## config.mk

```make
export PLATFORM = sky130hd
export DESIGN_NAME = apt_queue
export DESIGN_NICKNAME = d
export VERILOG_FILES = /design/src/rtl/apt_pkg.sv /design/src/rtl/apt_queue.sv
export VERILOG_INCLUDE_DIRS = /design/src /design/src/rtl
export SDC_FILE = /design/constraint.sdc
export NUM_CORES = 1
export LEC_CHECK = 0
export ABC_CLOCK_PERIOD_IN_PS = 4700
export BUFFER_PORTS_ARGS = -buffer_cell sky130_fd_sc_hd__buf_4
export CORE_ASPECT_RATIO = 0.9
export CORE_MARGIN = 3
export CORE_UTILIZATION = 53
export CTS_CLUSTER_DIAMETER = 50
export DETAILED_ROUTE_END_ITERATION = 16
export PLACE_DENSITY = 0.8
export SYNTH_ARGS = -nofsm -noshare
export SYNTH_HDL_FRONTEND = slang
export SYNTH_SLANG_ARGS = --single-unit
```

## constraint.sdc

```tcl
create_clock -name clk -period 4.7 [get_ports clk]
set_input_delay 0.235 -clock clk [delete_from_list [all_inputs] [get_ports clk]]
set_output_delay 0.235 -clock clk [all_outputs]
set_load 0.05 [all_outputs]
```

## src/rtl/assert_macros.svh

```systemverilog
// assertion macros shared by the affine point transform rtl
// no dependencies; included by files that carry concurrent checks
`ifndef ASSERT_MACROS_SVH
`define ASSERT_MACROS_SVH
`ifndef ASSERT_OFF
// cond must never hold while out of reset
`define ASSERT_NEVER(label, clk, rst_n, cond) \
    label: assert property (@(posedge clk) disable iff (!rst_n) !(cond)) \
        else $error("assertion failed: never");
// ante at one edge requires cons at the next edge
`define ASSERT_NEXT(label, clk, rst_n, ante, cons) \
    label: assert property (@(posedge clk) disable iff (!rst_n) (ante) |=> (cons)) \
        else $error("assertion failed: next");
// ante requires cons at the same edge
`define ASSERT_IMPLIES(label, clk, rst_n, ante, cons) \
    label: assert property (@(posedge clk) disable iff (!rst_n) (ante) |-> (cons)) \
        else $error("assertion failed: implies");
`else
`define ASSERT_NEVER(label, clk, rst_n, cond)
`define ASSERT_NEXT(label, clk, rst_n, ante, cons)
`define ASSERT_IMPLIES(label, clk, rst_n, ante, cons)
`endif
`endif

```

## src/rtl/apt_pkg.sv

```systemverilog
// types and constants of the affine point transform unit
// no dependencies; used by every module of the block
`default_nettype none
package apt_pkg;

    localparam int unsigned FRAC_BITS_DEFAULT = 16;
    localparam int unsigned QUEUE_DEPTH       = 4;
    localparam int unsigned ROWS              = 3;
    localparam int unsigned COLS              = 4;
    localparam int unsigned ELEMS             = ROWS * COLS;
    localparam int unsigned WORD_W            = 32;
    localparam int unsigned PROD_W            = 2 * WORD_W;
    // three full products plus the scaled translation, with headroom
    localparam int unsigned SUM_W             = PROD_W + 2;

    typedef enum logic {
        CMD_LOAD  = 1'b0,
        CMD_XFORM = 1'b1
    } cmd_t;

    localparam logic [1:0] ROW_NONE = 2'd3;

    typedef struct packed {
        logic               command;
        logic [1:0]         row_index;
        logic [1:0]         column_index;
        logic signed [31:0] element_value;
        logic signed [31:0] point_x;
        logic signed [31:0] point_y;
        logic signed [31:0] point_z;
    } in_beat_t;

    typedef struct packed {
        logic signed [31:0] out_x;
        logic signed [31:0] out_y;
        logic signed [31:0] out_z;
        logic               saturated;
    } out_beat_t;

    // one classified item as it travels from front to back
    typedef struct packed {
        cmd_t               op;
        logic [3:0]         addr;
        logic signed [31:0] a;
        logic signed [31:0] b;
        logic signed [31:0] c;
    } entry_t;

    // queue status seen by the front
    typedef struct packed {
        logic full;
        logic empty;
    } q_status_t;

    localparam logic signed [31:0] SAT_MAX = 32'sh7FFF_FFFF;
    localparam logic signed [31:0] SAT_MIN = 32'sh8000_0000;

endpackage
`default_nettype wire

```

## src/rtl/apt_queue.sv

```systemverilog
// short fifo between front and back of the affine point transform
// depends on apt_pkg and assert_macros.svh
`default_nettype none
`include "assert_macros.svh"
module apt_queue (
    input  wire logic            clk,
    input  wire logic            rst_n,
    input  wire logic            push,
    input  wire apt_pkg::entry_t push_entry,
    input  wire logic            pop,
    output apt_pkg::entry_t      head,
    output apt_pkg::q_status_t   q_status
);

    localparam int unsigned PTR_W = $clog2(apt_pkg::QUEUE_DEPTH);
    localparam int unsigned CNT_W = $clog2(apt_pkg::QUEUE_DEPTH + 1);

    apt_pkg::entry_t  slot_reg [apt_pkg::QUEUE_DEPTH];
    logic [PTR_W-1:0] wr_ptr_reg;
    logic [PTR_W-1:0] wr_ptr_next;
    logic [PTR_W-1:0] rd_ptr_reg;
    logic [PTR_W-1:0] rd_ptr_next;
    logic [CNT_W-1:0] count_reg;
    logic [CNT_W-1:0] count_next;

    always_comb
    begin
        wr_ptr_next = wr_ptr_reg;
        rd_ptr_next = rd_ptr_reg;
        count_next  = count_reg;
        if (push)
        begin
            wr_ptr_next = (wr_ptr_reg == PTR_W'(apt_pkg::QUEUE_DEPTH - 1))
                          ? '0 : wr_ptr_reg + 1'b1;
        end
        if (pop)
        begin
            rd_ptr_next = (rd_ptr_reg == PTR_W'(apt_pkg::QUEUE_DEPTH - 1))
                          ? '0 : rd_ptr_reg + 1'b1;
        end
        if (push && !pop)
        begin
            count_next = count_reg + 1'b1;
        end
        else if (pop && !push)
        begin
            count_next = count_reg - 1'b1;
        end
    end

    always_ff @(posedge clk or negedge rst_n)
    begin
        if (!rst_n)
        begin
            wr_ptr_reg <= '0;
            rd_ptr_reg <= '0;
            count_reg  <= '0;
        end
        else
        begin
            wr_ptr_reg <= wr_ptr_next;
            rd_ptr_reg <= rd_ptr_next;
            count_reg  <= count_next;
        end
    end

    always_ff @(posedge clk)
    begin
        if (push)
        begin
            slot_reg[wr_ptr_reg] <= push_entry;
        end
    end

    assign head           = slot_reg[rd_ptr_reg];
    assign q_status.full  = (count_reg == CNT_W'(apt_pkg::QUEUE_DEPTH));
    assign q_status.empty = (count_reg == '0);

    `ASSERT_NEVER(q_no_overflow, clk, rst_n, push && q_status.full)
    `ASSERT_NEVER(q_no_underflow, clk, rst_n, pop && q_status.empty)

endmodule
`default_nettype wire

```

==> results.md <==
* VDD IR max at 0.0005482 V
* Residual DRC at 0
* Leak at 0.006652 uW
* Critical Path RT at between 4 and 5 ns
* All-layer global routing usage at 0.1984
* Total of max-cap violations at 0
* Average size of a mapped cell at ~27 sq um
* Initial antenna violation count at 1
* Hold-fix buffers, CTS at 104
* Gp weighted congestion at 0.7195
* Post-DP HPWL at between 15000 and 20000 um
* H-Tree Level Count at 2
* Fin crit share at 0.6202
* Hold Crit Class: primary input to asynchronous set/reset pin
* Grt total ovfl at 0
* Nets at approximately 1000
* Hold Worst Slack at 0.07909 ns
* Synth Flop Type: edfxtp_1
* Worst Setup End Kind: output port
* Fin Setup TNS at 0 ns
* EDFF count, synth at slightly above 400
* Chip height at 165.9 um
* Drt pass-1 iters at 6
* Area share of the largest cell type after synthesis at 0.8056
* Area contributors post-synth: edfxtp_1, mux4_2, dfrtp_1
* Final Util at 0.7000
* Startpoint types: register
* Wire per inst at 23.10 um
* Clock Skews at 0.01064 ns
* PortBufs at 207
* Yosys reg bits at 411
* Gate Count Post-Synth at roughly 570
* Status: finished clean
* Largest net degree at the start of global routing at 67
* Total Die Area at approximately 30000 sq um
* Post-synth top cells: edfxtp_1, mux4_2, buf_2
* Detail Route Antenna Nets at 0
* Area leader, netlist: edfxtp_1
* CP max FO at 60
* CP arrival at 2.68 ns
* Setup Buffers After CTS at 0
* Share of cells above drive strength 1 at 0.4152
* Crit Path Class: register to output port
* Count leader, synth: edfxtp_1
* Async set-reset flop share out of synthesis at 0.01703
* Clock root cell: clkbuf_16
* Final min period at 2.915 ns
* Fin. max-slew vios at 0
* Vias per std cell at approximately 5.6
* Worst skew pair latency at 0.52 ns
* Starting density of the core at 0.5485
* DR vias at 7215
* CTS tree: built
* Netlist cell types at 21
* Worst-case clock buffer depth at 3
* Clk slew on worst S/H paths at roughly 0.060 ns
* Vias in the first global route at 8091
* Fmax at 343.1 MHz
* Final instance area at 19220 sq um
* Final Hold Fails at 0
* Synth warn at 0
* Mapped Nets at 677
* Seq/Total Area, Yosys at 0.8172
* Setup WS post-layout at 1.785 ns
* Power Dens Cells at 679.2 nW/um^2
* Unrepaired setup endpoints after global routing: no
* Cts bufs inserted at between 40 and 50
* Die X at 183.7 um
* Pre-CTS setup slack at roughly 2.2 ns
* Rows at 57
* Core area at 27460 sq um
* Ports at 208
* DRT iter0 DRCs at roughly 440
* Transition time of the tightest slew-check pin at 1.026 ns
* Fillcell total at 1536
* Placed instance area at roughly 17000 sq um
* Area Overhead vs Synth at 27.63%
* Largest register FFs at 404
* Detailed Route WL at 29850 um
* Slew HR at 0.3159
* Final setup fails at 0
* First-pass GRT wire length at ~46000 um
* Post-CTS Resized at 0
* Synth Cell Area at ~15000 sq um
* Clk sinks at around 410
==> cell usage in the layout, fill, tap and decap left out, types with 3 or more instances in the layout <==
cell type,instances
edfxtp_1,404
buf_4,217
dlygate4sd3_1,104
mux4_2,101
clkbuf_16,41
clkinv_2,9
clkbuf_1,7
ha_1,6
clkinv_1,5
dfrtp_1,5
inv_1,4
and2_4,4
mux2_2,3
nor2_1,3
clkinvlp_4,3
==> stage by stage <==
step / total power, uW / std cells
3_5_place_dp: 10130 / 1114
4_1_cts: 13200 / 1291
6_report: 13060 / 1292
5_1_grt: 13580 / 1292
3_3_place_gp: 9993 / 1114
2_1_floorplan: 8825 / 565
==> where the power goes <==
| part | switching, uW | internal, uW | total [uW] |
|---|---|---|---|
| clock network | 1300 | 1690 | 2990 |
| registers | 319 | 4700 | 5020 |
| logic | 3260 | 1780 | 5040 |
| total | 4880 | 8170 | 13100 |
==> path summary, 6_finish.rpt <==
| check | slack, ns | startpoint | depth (start not counted) | endpoint |
|---|---|---|---|---|
| worst max-delay path | 1.79 | rd_ptr_reg[1] | 3 | head[77] |
| worst min-delay path | 0.08 | rst_n | 2 | count_reg[0] |
| worst max register to register | 2.36 | wr_ptr_reg[0] | 3 | slot_reg[3][26] |
| worst min register to register | 0.52 | count_reg[2] | 1 | count_reg[2] |
| max in group asynchronous | 4.48 | rst_n | 2 | rd_ptr_reg[0] |
| min in group clk | 0.45 | push_entry[87] | 2 | slot_reg[3][87] |
==> layer usage <==
layer	up-vias	global-route usage	share of wire
li1	3126	-	-
met1	3746	0.2614	0.39
met2	300	0.3386	0.52
met5	-	0	0
met3	43	0.04840	0.074
met4	0	0.04801	0.018
==> critical path: stages, from the launching register on <==
cell     delay (ns)
dfrtp_4        1.03
buf_4          0.50
mux4_2         0.40
buf_4          0.21
==> final cells by class <==
cell class                 count  area (sq um)  area share
sequential                   411         12310      0.6407
timing repair buffer         322          2690      0.1400
multi-input combinational    127          2506      0.1304
clock buffer                  49          1066     0.05546
tap                          354         442.9     0.02304
clock inverter                24         183.9    0.009569
inverter                       4         15.01   0.0007811
antenna                        1         2.502   0.0001302
==> cell families after synthesis <==
logic type	Yosys count	synth area share
mux	104	0.1533
compound gates	2	0.0006647
simple gates	11	0.003739
xor+xnor	3	0.001745
flops	411	0.8172
buf+inv	27	0.01703
fa+ha+maj	7	0.006314
Power figures use the tool's default switching activity.
