[src/rtl/assert_macros.svh]
// assertion macros shared by the affine point transform rtl
// no dependencies; included by files that carry concurrent checks
`ifndef ASSERT_MACROS_SVH
`define ASSERT_MACROS_SVH
`ifndef ASSERT_OFF
// cond must never hold while out of reset
`define ASSERT_NEVER(label, clk, rst_n, cond) \
    label: assert property (@(posedge clk) disable iff (!rst_n) !(cond)) \
        else $error("assertion failed: never");
// ante at one edge requires cons at the next edge
`define ASSERT_NEXT(label, clk, rst_n, ante, cons) \
    label: assert property (@(posedge clk) disable iff (!rst_n) (ante) |=> (cons)) \
        else $error("assertion failed: next");
// ante requires cons at the same edge
`define ASSERT_IMPLIES(label, clk, rst_n, ante, cons) \
    label: assert property (@(posedge clk) disable iff (!rst_n) (ante) |-> (cons)) \
        else $error("assertion failed: implies");
`else
`define ASSERT_NEVER(label, clk, rst_n, cond)
`define ASSERT_NEXT(label, clk, rst_n, ante, cons)
`define ASSERT_IMPLIES(label, clk, rst_n, ante, cons)
`endif
`endif

[src/rtl/apt_pkg.sv]
// types and constants of the affine point transform unit
// no dependencies; used by every module of the block
`default_nettype none
package apt_pkg;

    localparam int unsigned FRAC_BITS_DEFAULT = 16;
    localparam int unsigned QUEUE_DEPTH       = 4;
    localparam int unsigned ROWS              = 3;
    localparam int unsigned COLS              = 4;
    localparam int unsigned ELEMS             = ROWS * COLS;
    localparam int unsigned WORD_W            = 32;
    localparam int unsigned PROD_W            = 2 * WORD_W;
    // three full products plus the scaled translation, with headroom
    localparam int unsigned SUM_W             = PROD_W + 2;

    typedef enum logic {
        CMD_LOAD  = 1'b0,
        CMD_XFORM = 1'b1
    } cmd_t;

    localparam logic [1:0] ROW_NONE = 2'd3;

    typedef struct packed {
        logic               command;
        logic [1:0]         row_index;
        logic [1:0]         column_index;
        logic signed [31:0] element_value;
        logic signed [31:0] point_x;
        logic signed [31:0] point_y;
        logic signed [31:0] point_z;
    } in_beat_t;

    typedef struct packed {
        logic signed [31:0] out_x;
        logic signed [31:0] out_y;
        logic signed [31:0] out_z;
        logic               saturated;
    } out_beat_t;

    // one classified item as it travels from front to back
    typedef struct packed {
        cmd_t               op;
        logic [3:0]         addr;
        logic signed [31:0] a;
        logic signed [31:0] b;
        logic signed [31:0] c;
    } entry_t;

    // queue status seen by the front
    typedef struct packed {
        logic full;
        logic empty;
    } q_status_t;

    localparam logic signed [31:0] SAT_MAX = 32'sh7FFF_FFFF;
    localparam logic signed [31:0] SAT_MIN = 32'sh8000_0000;

endpackage
`default_nettype wire

[src/rtl/apt_front.sv]
// front of the affine point transform: input register and classification
// depends on apt_pkg and assert_macros.svh
`default_nettype none
`include "assert_macros.svh"
module apt_front (
    input  wire logic              clk,
    input  wire logic              rst_n,
    input  wire logic              item_valid,
    output logic                   item_stall,
    input  wire apt_pkg::in_beat_t item,
    input  wire apt_pkg::q_status_t q_status,
    output logic                   push,
    output apt_pkg::entry_t        push_entry
);

    logic            fr_valid_reg;
    logic            fr_valid_next;
    apt_pkg::entry_t fr_entry_reg;
    apt_pkg::entry_t fr_entry_next;
    logic            accept;
    logic            fr_load;
    logic            keep;

    assign item_stall = fr_valid_reg && q_status.full;
    assign accept     = item_valid && !item_stall;
    assign fr_load    = !fr_valid_reg || !q_status.full;

    // loads that name no row are dropped here
    assign keep = (apt_pkg::cmd_t'(item.command) == apt_pkg::CMD_XFORM)
                  || (item.row_index != apt_pkg::ROW_NONE);

    always_comb
    begin
        fr_entry_next.op   = apt_pkg::cmd_t'(item.command);
        fr_entry_next.addr = {item.row_index, item.column_index};
        if (apt_pkg::cmd_t'(item.command) == apt_pkg::CMD_LOAD)
        begin
            fr_entry_next.a = item.element_value;
            fr_entry_next.b = '0;
            fr_entry_next.c = '0;
        end
        else
        begin
            fr_entry_next.a = item.point_x;
            fr_entry_next.b = item.point_y;
            fr_entry_next.c = item.point_z;
        end
    end

    assign fr_valid_next = fr_load ? (accept && keep) : fr_valid_reg;

    always_ff @(posedge clk or negedge rst_n)
    begin
        if (!rst_n)
        begin
            fr_valid_reg <= 1'b0;
        end
        else
        begin
            fr_valid_reg <= fr_valid_next;
        end
    end

    always_ff @(posedge clk)
    begin
        if (fr_load && accept)
        begin
            fr_entry_reg <= fr_entry_next;
        end
    end

    assign push       = fr_valid_reg && !q_status.full;
    assign push_entry = fr_entry_reg;

    `ASSERT_NEXT(fr_xform_kept, clk, rst_n,
        accept && (apt_pkg::cmd_t'(item.command) == apt_pkg::CMD_XFORM), fr_valid_reg)
    `ASSERT_IMPLIES(fr_load_row_ok, clk, rst_n,
        fr_valid_reg && (fr_entry_reg.op == apt_pkg::CMD_LOAD),
        fr_entry_reg.addr[3:2] != apt_pkg::ROW_NONE)

endmodule
`default_nettype wire

[config.mk]
export PLATFORM = sky130hd
export DESIGN_NAME = apt_front
export DESIGN_NICKNAME = d
export VERILOG_FILES = /design/src/rtl/apt_pkg.sv /design/src/rtl/apt_front.sv
export VERILOG_INCLUDE_DIRS = /design/src /design/src/rtl
export SDC_FILE = /design/constraint.sdc
export NUM_CORES = 1
export LEC_CHECK = 0
export ABC_AREA = 1
export BUFFER_PORTS_ARGS = -buffer_cell sky130_fd_sc_hd__buf_2
export CORE_MARGIN = 2
export CORE_UTILIZATION = 43
export CTS_CLUSTER_DIAMETER = 150
export DETAILED_ROUTE_END_ITERATION = 8
export PLACE_DENSITY = 0.83
export SYNTH_ARGS = -nofsm -noshare
export SYNTH_HDL_FRONTEND = slang
export SYNTH_SLANG_ARGS = --single-unit
[constraint.sdc]
create_clock -name clk -period 7.05 [get_ports clk]
set_input_delay 0.3525 -clock clk [delete_from_list [all_inputs] [get_ports clk]]
set_output_delay 0.3525 -clock clk [all_outputs]
set_load 0.005 [all_outputs]
==> impl_metrics.tcl, run 1 <==
set metrics [dict create \
    first_global_vias 3005 \
    clk_latency_ps 350 \
    critical_path_required_ps 7160 \
    r2r_cells 4 \
    vias_per_cell 4.43 \
    clkTransAtPathRegs_ps 100 \
    gp_congestion 0.758 \
    synth_area_um2 4050 \
    area_growth_pct 35.9 \
    timing.final.crit_share_pct 25.1 \
    drc_errors 0 \
    port_buffers 239 \
    rows 35 \
    final-hold-violation-count 0 \
    setup_viol_count_final 0 \
    max_freq_mhz 566 \
    firstDrtPassIters 4 \
    cts_root_buf "clkbuf_8" \
    critPathKind "in2reg" \
    cts_sinks 102 \
    synth_top_area_cell "edfxtp_1" \
    rsz0062_at_grt "no" \
    grt_usage_pct 17.3 \
    dp_slack_ps 4870 \
    wire_per_inst_um 12.8 \
    yosysTopAreaCellShare_pct 74.9 \
    grt_pass1_wl_um 13500 \
    outcome "completed" \
    syn_area_per_cell_um2 11.6 \
    worst_slew_pin_slew_ps 941 \
    drt_iter0_markers 73 \
    final.setup.worst_slack_ps 5280 \
    skew_ps 13.2 \
    largest_reg_flops 101 \
    hp-class "in2reg" \
    cts_made_buffers 9 \
    cts_resized 0 \
    cts-htree-levels 3 \
    ys_seq_area_share_pct 75.5 \
    antenna_left 0 \
    antenna_found_initial 0 \
    ys_seq_elements 102 \
    grt.overflow.total 0 \
    n_antenna_cell 0 \
    start_util_pct 44.0 \
    cts_buffer_depth 2 \
    min_delay_path_depth 1 \
    stdcell_count 706 \
    final_net_count 728 \
    die_w_um 101 \
    placed_cells 689 \
    syn_inst 350 \
    fin_tns_setup_ps 0 \
    vias 3125 \
    startpoint_type "input port" \
    hpwl_um 6490 \
    synth_nets 488 \
    synth_area_leaders "edfxtp_1 (75%), nand2_1 (15%), inv_1 (6.2%)" \
    die_area_um2 10200 \
    hold_ws_ps 170 \
    grt_max_degree 99 \
    core-area_um2 9200 \
    power_density_nw_per_um2 222 \
    p_leak_nw 3.03 \
    ys_warn_count 0 \
    drv_slew 0 \
    fp.dieH_um 101 \
    layout_min_cycle_time_ps 1770 \
    cts_tree "yes" \
    cp_max_fo 98 \
    reg2reg_slack_ps 5470 \
    ir_drop_v 0.000112 \
    io_pins 241 \
    nFillCells 746 \
    fin_util_pct 59.8 \
    ys_types 10 \
    wirelength_um 9020 \
    drive_gt1_share_pct 43.4 \
    critPathCaptureType "flip-flop" \
    maxCapViolations 0 \
    worstPathArrival_ps 1880 \
    cts_setup_buffers 0 \
    slew-limit-headroom_pct 37.3 \
]
[area by class of cell]
class                   instances  area, µm²  area share [%]
flip-flops and latches        102       3060            55.6
repair buffers                243       1230            22.3
multi-input cells             166        632            11.5
inverters                      68        255            4.64
well taps                     111        139            2.52
clock buffers                  11        131            2.39
clock inverters                 5       58.8            1.07
[logic make-up (layout without fill, tap and decap cells)]
logic type,after synthesis,after routing,share of synthesized area [%]
buffers and inverters,82,327,9.05
DFF,102,102,75.5
and+or+nand+nor,166,166,15.4
[layout by cell type (no fill, tap or decap)]
cell,Yosys,routed
bufinv_16,0,1
inv_1,67,67
buf_4,4,3
dlygate4sd3_1,0,1
nand2_1,163,163
clkbuf_8,0,9
nor2_1,2,1
edfxtp_1,101,101
clkinvlp_4,0,2
inv_2,1,1
inv_6,0,1
clkbuf_1,0,2
clkinv_2,0,1
nor2_4,0,1
buf_2,5,239
nand3_1,1,1
dfrtp_1,1,1
[stage by stage]
step	power [mW]	cell area, µm²
2_1_floorplan	0.799	4050
3_3_place_gp	0.872	5300
3_5_place_dp	0.878	5300
4_1_cts	1.24	5500
5_1_grt	1.28	5500
6_report	1.22	5500
[synthesized netlist by cell type]
master / number
nand2_1: 163
edfxtp_1: 101
inv_1: 67
buf_2: 5
buf_6: 5
buf_4: 4
nor2_1: 2
dfrtp_1: 1
inv_2: 1
nand3_1: 1
[where the power goes]
part	internal, mW	switching [mW]	total (mW)
sequential	0.714	0.00904	0.723
clock	0.165	0.195	0.361
combinational	0.0646	0.0755	0.140
[critical path: stages]
cell and delay (ps):
buf_2 80, buf_4 670, inv_2 490, nand2_1 170, nand2_1 80
[what timing repair did]
action / 4_1_cts / 5_1_grt
hold buffers: 1 / 0
endpoints found under the hold margin: 1 / 0
endpoints found under the setup margin: 0 / 0
[path summary, 6_finish.rpt]
path                         startpoint        endpoint
hold reg to reg            fr_valid_reg    fr_valid_reg
setup reg to reg           fr_valid_reg   push_entry[9]
min in group asynchronous         rst_n    fr_valid_reg
hold / removal                item[129]  push_entry[97]
setup / recovery              item[132]  push_entry[66]
max in group asynchronous         rst_n    fr_valid_reg
[routing by layer]
layer  part of all wire (%)  up-vias  GRT usage (%)
met3                    9.0       18           5.34
met5                      0        -              0
met1                     39     1370           19.5
met2                     50      180           30.2
li1                       -     1557              -
met4                    2.1        0           7.59
Power figures use the tool's default switching activity.
==> run 2, diff against run 1 <==
--- a/config.mk
+++ b/config.mk
@@ -6,13 +6,13 @@
 export SDC_FILE = /design/constraint.sdc
 export NUM_CORES = 1
 export LEC_CHECK = 0
-export ABC_AREA = 1
+export ABC_AREA = 0
 export BUFFER_PORTS_ARGS = -buffer_cell sky130_fd_sc_hd__buf_2
 export CORE_MARGIN = 2
-export CORE_UTILIZATION = 43
+export CORE_UTILIZATION = 39
 export CTS_CLUSTER_DIAMETER = 150
 export DETAILED_ROUTE_END_ITERATION = 8
-export PLACE_DENSITY = 0.83
+export PLACE_DENSITY = 0.81
 export SYNTH_ARGS = -nofsm -noshare
 export SYNTH_HDL_FRONTEND = slang
 export SYNTH_SLANG_ARGS = --single-unit
==> constraint.sdc (replaced) <==
create_clock -name clk -period 1.5 [get_ports clk]
set_input_delay 0.075 -clock clk [delete_from_list [all_inputs] [get_ports clk]]
set_output_delay 0.075 -clock clk [all_outputs]
set_load 0.005 [all_outputs]
==> impl_metrics.tcl, run 2 <==
set metrics [dict create \
    grt.overflow.total 0 \
    yosys-top-cells-count "edfxtp_1 (101), and2_1 (65), mux2_2 (32)" \
    first_global_vias 3217 \
    die_w_um 104 \
    maxCapViolations 0 \
    synth_area_um2 3940 \
    fin_tns_setup_ps 0 \
    final-hold-violation-count 0 \
    max_freq_mhz 683 \
    port_buffers 239 \
    ys_warn_count 0 \
    cts_buffer_depth 2 \
    wirelength_um 10700 \
    synth_edf_count 101 \
    gp_congestion 0.722 \
    slew-limit-headroom_pct 81.6 \
    layout_commonest_cell "buf_2" \
    hp-class "in2reg" \
    antenna_found_initial 0 \
    ys_seq_area_share_pct 77.7 \
    cts-htree-levels 3 \
    crit_start "item[70]" \
    syn_area_per_cell_um2 18.4 \
    startpoint_type "input port" \
    ys_seq_elements 102 \
    hold_ws_ps 21.6 \
    vias 3042 \
    layout_min_cycle_time_ps 1460 \
    worstPathArrival_ps 1570 \
    clkTransAtPathRegs_ps 90 \
    critPathCaptureType "flip-flop" \
    critPathKind "in2reg" \
    fp.dieH_um 104 \
    layout_common_cells "buf_2 (239), edfxtp_1 (101), dlygate4sd3_1 (91)" \
    yosysTopAreaCellShare_pct 77.1 \
    timing.final.crit_share_pct 97.6 \
    min_from "item[79]" \
    wire_per_inst_um 15.6 \
    clk_latency_ps 360 \
    drive_gt1_share_pct 52.4 \
    cp_max_fo 1 \
    synth_flop_cell "edfxtp_1" \
    die_area_um2 10900 \
    vias_per_cell 4.43 \
    p_leak_nw 2.79 \
    ir_drop_v 0.000573 \
    grt_pass1_wl_um 16300 \
    synth_top_area_cell "edfxtp_1" \
    ys_types 10 \
    rows 36 \
    drv_slew 0 \
    final_net_count 686 \
    cts_tree "yes" \
    async_reset_ff_share_pct 0.980 \
    cts_made_buffers 9 \
    drc_errors 0 \
    grt_max_degree 53 \
    setup_viol_count_final 0 \
    firstDrtPassIters 4 \
    hpwl_um 6420 \
    critical_path_required_ps 1600 \
    cts_root_buf "clkbuf_8" \
    io_pins 241 \
    r2r_start "fr_valid_reg" \
    synth.most_common_cell "edfxtp_1" \
    synth_area_leaders "edfxtp_1 (77%), and2_1 (10%), mux2_2 (9.2%)" \
    drt_iter0_markers 125 \
    cts_sinks 102 \
    antenna_left 0 \
    largest_reg_flops 101 \
    core-area_um2 9770 \
    rsz0062_at_grt "no" \
    fin_util_pct 65.7 \
    total_power_mw 6.09 \
    syn_inst 214 \
    worst_slew_pin_slew_ps 276 \
    skew_ps 12.3 \
    n_antenna_cell 0 \
    start_util_pct 40.3 \
    outcome "completed" \
    area_growth_pct 63.2 \
    reg2reg_slack_ps 170 \
    grt_usage_pct 19.7 \
    power_density_nw_per_um2 949 \
    synth_nets 352 \
]
==> run 2: cell count changes after synthesis, sizes merged <==
cell    change
nand2     -163
nor2b       +2
nand3       -1
a21o        +1
nand3b      +1
buf         -9
and2       +65
mux2       +32
nor2        -2
clkbuf      +6
inv        -68
==> run 2: power breakdown <==
part | total, mW | switching, mW | internal, mW
registers | 3.40 | 0.0491 | 3.35
logic | 0.874 | 0.344 | 0.529
clock network | 1.82 | 0.885 | 0.932
total | 6.09 | 1.28 | 4.81
==> run 2: final cells by class <==
class / instances / area, µm²
clock inverters: 5 / 73.8
flip-flops and latches: 102 / 3060
clock buffers: 11 / 131
well taps: 133 / 166
fillers: 708 / 3350
multi-input cells: 101 / 805
repair buffers: 334 / 2190
==> run 2: stage by stage <==
| stage | setup WS [ps] | cells | area, µm² |
|---|---|---|---|
| 6_report | 35.8 | 686 | 6420 |
| 5_1_grt | 54.5 | 686 | 6420 |
| 4_1_cts | 117 | 680 | 6360 |
| 3_5_place_dp | 177 | 579 | 5310 |
| 3_3_place_gp | 207 | 579 | 5310 |
| 2_1_floorplan | -925 | 214 | 3950 |
==> run 2: repair_timing <==
item	in CTS	in global routing
hold buffers	85	6
gates resized for setup	0	0
endpoints found under the hold margin	75	6
setup buffers	0	0
==> run 2: cell families (layout without fill, tap and decap cells) <==
family	after synthesis	count (layout)	synth area share, %
compound gates	1	1	0.191
mux	32	32	9.16
flops	102	102	77.7
buf+inv	11	350	2.10
simple gates	68	68	10.8
==> run 2: worst max-delay path, stage by stage <==
cell and delay (ps):
dlygate4sd3_1 530, buf_2 120, mux2_2 250, dlygate4sd3_1 580
==> run 2: final timing paths <==
check / endpoint / cells after the start
min in group asynchronous: fr_valid_reg / 3
max in group asynchronous: fr_valid_reg / 3
worst max-delay path: push_entry[70] / 4
worst min-delay path: push_entry[79] / 2
worst max register to register: push_entry[39] / 3
worst min register to register: fr_valid_reg / 2
==> run 2: layer usage <==
metal / vias to the layer above / track usage, % / routed length (µm) / part of all wire (%)
li1: 1441 / - / - / -
met1: 1423 / 20.7 / 3900 / 36
met2: 164 / 35.6 / 5590 / 52
met3: 14 / 6.95 / 1040 / 9.7
met4: 0 / 8.30 / 195 / 1.8
met5: - / 0 / 0 / 0
